===== src/hw/rtl/camsm_pkg.sv =====
// ----------------------------------------------------------------------------
// camsm_pkg
// Shared sizes, codes and structs of the cave map smoother.
// ----------------------------------------------------------------------------
package camsm_pkg;

  // Grid size and derived index widths
  localparam int MAP_COLS = 64;
  localparam int MAP_ROWS = 64;
  localparam int COL_W    = $clog2(MAP_COLS);
  localparam int ROW_W    = $clog2(MAP_ROWS);

  // Field and register widths
  localparam int ACT_W      = 2;
  localparam int COORD_W    = 6;
  localparam int RULE_W     = 4;
  localparam int CNT_W      = 4;
  localparam int CFG_ADDR_W = 3;
  localparam int CFG_DATA_W = 32;

  localparam logic [RULE_W-1:0] BIRTH_RESET   = RULE_W'(5);
  localparam logic [RULE_W-1:0] SURVIVE_RESET = RULE_W'(4);

  typedef enum logic [ACT_W-1:0] {
    ACT_WRITE = 2'd0,
    ACT_PASS  = 2'd1,
    ACT_READ  = 2'd2,
    ACT_NONE  = 2'd3
  } action_t;

  typedef enum logic {
    REG_BIRTH_MIN   = 1'b0,
    REG_SURVIVE_MIN = 1'b1
  } reg_idx_t;

  typedef struct packed {
    logic [RULE_W-1:0] birth_min;
    logic [RULE_W-1:0] survive_min;
  } rules_t;

  typedef struct packed {
    logic                rd_en;
    logic [COL_W-1:0]    rd_addr;
    logic                wr_en;
    logic [COL_W-1:0]    wr_addr;
    logic [MAP_ROWS-1:0] wr_data;
  } mem_req_t;

  typedef struct packed {
    logic valid;
    logic cell_out;
    logic pass_done;
  } result_t;

endpackage


===== src/hw/rtl/camsm_cfg_regs.sv =====
// ----------------------------------------------------------------------------
// camsm_cfg_regs
// APB-style register file holding the birth and survive thresholds.
// ----------------------------------------------------------------------------
module camsm_cfg_regs (
  input  logic                                 clk,
  input  logic                                 rst_n,
  input  logic                                 cfg_psel,
  input  logic                                 cfg_penable,
  input  logic                                 cfg_pwrite,
  input  logic [camsm_pkg::CFG_ADDR_W-1:0]     cfg_paddr,
  input  logic [camsm_pkg::CFG_DATA_W-1:0]     cfg_pwdata,
  output logic [camsm_pkg::CFG_DATA_W-1:0]     cfg_prdata,
  output logic                                 cfg_pready,
  output camsm_pkg::rules_t                    rules
);
  import camsm_pkg::*;

  logic [RULE_W-1:0] birth_r;
  logic [RULE_W-1:0] survive_r;
  reg_idx_t          sel;
  logic              wr_beat;

  assign sel        = reg_idx_t'(cfg_paddr[2]);
  assign wr_beat    = cfg_psel && cfg_penable && cfg_pwrite;
  assign cfg_pready = 1'b1;

  // Write the addressed threshold
  always_ff @(posedge clk) begin
    if (!rst_n) begin
      birth_r   <= BIRTH_RESET;
      survive_r <= SURVIVE_RESET;
    end else if (wr_beat) begin
      unique case (sel)
        REG_BIRTH_MIN:   birth_r   <= cfg_pwdata[RULE_W-1:0];
        REG_SURVIVE_MIN: survive_r <= cfg_pwdata[RULE_W-1:0];
        default: ;
      endcase
    end
  end

  // Read back
  always_comb begin
    unique case (sel)
      REG_BIRTH_MIN:   cfg_prdata = CFG_DATA_W'(birth_r);
      REG_SURVIVE_MIN: cfg_prdata = CFG_DATA_W'(survive_r);
      default:         cfg_prdata = '0;
    endcase
  end

  assign rules.birth_min   = birth_r;
  assign rules.survive_min = survive_r;

endmodule


===== config.mk =====
export PLATFORM = sky130hd
export DESIGN_NAME = camsm_cfg_regs
export DESIGN_NICKNAME = d
export VERILOG_FILES = /design/src/hw/rtl/camsm_pkg.sv /design/src/hw/rtl/camsm_cfg_regs.sv
export SDC_FILE = /design/constraint.sdc
export NUM_CORES = 1
export LEC_CHECK = 0
export BUFFER_PORTS_ARGS = -buffer_cell sky130_fd_sc_hd__buf_2
export CAP_MARGIN = 15
export CORE_MARGIN = 8
export CORE_UTILIZATION = 32
export CTS_CLUSTER_DIAMETER = 120
export CTS_CLUSTER_SIZE = 10
export DETAILED_ROUTE_END_ITERATION = 16
export PLACE_DENSITY_LB_ADDON = 0.08
export SYNTH_ARGS = -nofsm -noshare
export SYNTH_HDL_FRONTEND = slang
export SYNTH_SLANG_ARGS = --single-unit

===== constraint.sdc =====
create_clock -name clk -period 1.8 [get_ports clk]
set_input_delay 0.18 -clock clk [delete_from_list [all_inputs] [get_ports clk]]
set_output_delay 0.18 -clock clk [all_outputs]
set_load 0.02 [all_outputs]

# ---- Word-level counts from Yosys, hierarchy flattened
# Cells that the tools add are included.
dict set report classes {
  mux 1
  bitwise_logic 1
  n_reduce_logical 4
}
# op count
set op_table {}
lappend op_table {{case mux 32 bit (2 select lines)} 1}
lappend op_table {{AND reduction 2 bit} 2}
lappend op_table {{logical AND 1 bit} 2}
lappend op_table {{NOT 1 bit} 1}
dict set report word_totals {
  register_bits 8
  word_cells 8
}

# ---- Longest topological paths before layout
dict set report logic_depth {
  word_depth 3
  ltp_mapped 3
}

# ---- Worst setup path before layout
# Ideal clock, no wire load.
dict set report synth_timing {
  kind {reg2out}
  startpoint {reg survive_r[2]}
  endpoint {out cfg_prdata[2] (netlist name)}
  t_arrival_ps 699
  required_ps 1620
  path_slack_ps 921
  stages_incl_launch_ff 2
  n_path_buf 0
  path_cell_list {dfxtp_1 mux2_2}
}
dict set report synth_between {
  elab_chain_cells 1
}
# element line_no
set synth_lines {}
lappend synth_lines {{from (decl)} camsm_cfg_regs.sv:20} ;# logic [RULE_W-1:0] survive_r;
lappend synth_lines {{from (signal assigned)} camsm_cfg_regs.sv:36} ;# REG_SURVIVE_MIN: survive_r <= cfg_pwdata[RULE_W-1:0];
lappend synth_lines {{case mux 32 bit (2 select lines)} camsm_cfg_regs.sv:44} ;# unique case (sel)
lappend synth_lines {{to (decl)} camsm_cfg_regs.sv:13} ;# output logic [camsm_pkg::CFG_DATA_W-1:0] cfg_prdata,
# No other way between the ends. The select of a mux whose other input is x is not followed.

# ---- Worst setup path in the final report
dict set report layout_timing {
  startpoint {reg birth_r[1]}
  endpoint {out cfg_prdata[1] (netlist name)}
}
dict set report layout_between {
  elab_chain_cells 1
}
# element line_no
set layout_lines {}
lappend layout_lines {{from (decl)} camsm_cfg_regs.sv:19} ;# logic [RULE_W-1:0] birth_r;
lappend layout_lines {{from (signal assigned)} camsm_cfg_regs.sv:35} ;# REG_BIRTH_MIN: birth_r <= cfg_pwdata[RULE_W-1:0];
lappend layout_lines {{case mux 32 bit (2 select lines)} camsm_cfg_regs.sv:44}
# No other way between the ends. The select of a mux whose other input is x is not followed.

==> impl_metrics.yaml <==
synthesis:
  synth_ff_type: "dfxtp_1"
  synth.most_common_cell: "buf_4"
  synth_area_sq_um: 597
  synth.ff_latch_count: 8
  async_flop_share_pct: 0
  yosys_warnings: 0
  synth_top_area_share_pct: 36.5
  syn_avg_cell_area_sq_um: 8.78
  ys_seq_area_share_pct: 26.8
  synthTopCellsByArea: "buf_4 36%, dfxtp_1 27%, mux2i_1 13%"
  yosys.area.top_type: "buf_4"
  yosys-top-cells-count: "29 x buf_4, 8 x dfxtp_1, 8 x mux2i_1, 8 x nand2_1, 5 x nor2b_1"
  synth_cell_types: 11
  syn-instance-count: 68
  synth_edf_count: 0
power:
  pwr-share-clk_pct: 32.1
  power.leakage_nw: 0.348
  p_seq_share_pct: 43.3
  pwr-share-comb_pct: 24.6
  ir_drop_uv: 401
  power_density_nw_per_um2: 674
  p_switching_mw: 0.145
  swShare_pct: 34.2
  report.power.total_mw: 0.425
  p_int_mw: 0.280
place:
  hpwlAfterDp_um: 1070
  gp_congestion: 0.608
  port_buffers: 21
  place_area_sq_um: 608
die:
  ios: 81
  die_height_um: 59.2
  start_util_pct: 34.2
  coreArea_sq_um: 1750
  dieArea_sq_um: 3500
  die_w_um: 59.2
  std_cell_rows: 15
route:
  drt_pass1_iterations: 1
  ant_nets: 0
  drt_iter0_markers: 0
  wirelength_um: 1280
  drcViolationCount: 0
  vias_per_cell: 3.74
  dr_total_vias: 423
  wl_per_cell_um: 11.3
clocking:
  cts_buffer_depth: 2
  clk_pin_slew_worst_paths_ns: 0.05
  numCtsBuffers: 3
  clockRootBuffer: "clkbuf_4"
  cts.sinks: 8
  clk_latency_ns: 0.25
  cts-resized-gates: 0
  htreeDepth: 1
  cts_tree: "done"
  cts_setup_buffers: 0
  holdBufCountCts: 0
final_layout:
  fin_nets: 130
  drive_gt1_share_pct: 31.8
  syn_to_final_growth_pct: 5.66
  final_util_pct: 36.1
  fill_cells: 204
  postLayoutCellArea_sq_um: 631
  antenna_cells: 0
timing:
  maxSlewViolCount: 0
  hold_slack_ns: 0.190
  finalHoldViolCount: 0
  grt_setup_unrepaired: "no"
  fin_worst_skew_ns: 0
  max_freq_ghz: 0.859
  tns_ns: 0
  finalCritPeriodShare_pct: 64.7
  period_minus_slack_ns: 1.16
  setup_viol: 0
setup_path:
  arrival_ns: 0.98
  path_buf_inv: 1
  start_kind: "register"
  cp_top_family: "flip-flops"
  worstPathCellList: "mux2_2 -> buf_2"
  cp-end-kind: "output port"
  critPathSlowestCell: "dfxtp_1"
  required_ns: 1.62
  crit_type: "reg2out"
  cpPeakStageDelay_ns: 0.32
  crit_path_max_fanout: 3
  timing.reg2reg.setup_slack_ns: 1.18
grt:
  overflow: 0
  grt_pass1_wl_um: 1940
  first_global_vias: 429
  grt_usage_pct: 7.29
  grt_max_degree: 14
  antenna_found_initial: 0
worst_hold_path:
  min_path_type: "in2reg"
job:
  maxCapViolations: 0
run_status:
  status: "complete, no violations"
==> path summary, 6_finish.rpt <==
| path | start | end | cells after the start |
|---|---|---|---|
| max | birth_r[1] | cfg_prdata[1] | 2 |
| min | cfg_pwdata[0] | survive_r[0] | 3 |
| max reg2reg | survive_r[2] | survive_r[2] | 2 |
| min reg2reg | birth_r[3] | birth_r[3] | 2 |
==> per-stage QoR <==
stage / setup slack, ns / std cells
3_5_place_dp: 0.753 / 110
4_1_cts: 0.619 / 113
5_1_grt: 0.578 / 113
3_3_place_gp: 0.750 / 110
2_1_floorplan: 0.921 / 95
6_report: 0.636 / 113
==> worst reg2reg max path: stages, from the launching register on <==
cell and delay [ns]:
dfxtp_1 0.32, nor2b_1 0.11, mux2i_1 0.08
==> flip-flops by register name, summed over array words and instances, names as in the netlist <==
register,flops
birth_r,4
survive_r,4
==> power by group through the flow <==
stage | Sequential (mW) | Clock [mW] | Combinational, mW
CTS | 0.184 | 0.146 | 0.102
global placement | 0.188 | 0 | 0.102
finish | 0.184 | 0.136 | 0.105
global route | 0.184 | 0.162 | 0.113
floorplan | 0.192 | 0 | 0.124
detailed placement | 0.188 | 0 | 0.102
==> metal layers <==
metal / track usage [%] / share of wire, % / vias up
li1: - / - / 202
met1: 6.36 / 37 / 182
met3: 6.72 / 22 / 2
met4: 2.05 / 0.63 / 0
met2: 11.9 / 41 / 37
met5: 0 / 0 / -
==> final cells by class <==
| class | count | area [sq um] | area share [%] |
|---|---|---|---|
| Clock buffer | 3 | 22.5 | 3.57 |
| Multi-Input combinational cell | 56 | 312 | 49.4 |
| Sequential cell | 8 | 160 | 25.4 |
| Tap cell | 25 | 31.3 | 4.96 |
| Timing Repair Buffer | 21 | 105 | 16.7 |
==> cells in the final DEF, fill, tap and decap left out <==
cell / count
and4b_1: 1
buf_2: 21
clkbuf_4: 3
conb_1: 29
dfxtp_1: 8
mux2_2: 4
mux2i_1: 8
nand2_1: 8
nand4_1: 1
nor2b_1: 5
==> cell families after synthesis <==
group / share of synthesized area, %
other: 1.26
and+or+nand+nor: 13.0
DFF: 26.8
muxes: 21.0
buffers and inverters: 37.9
No activity file was read; power rests on OpenSTA's default activity.
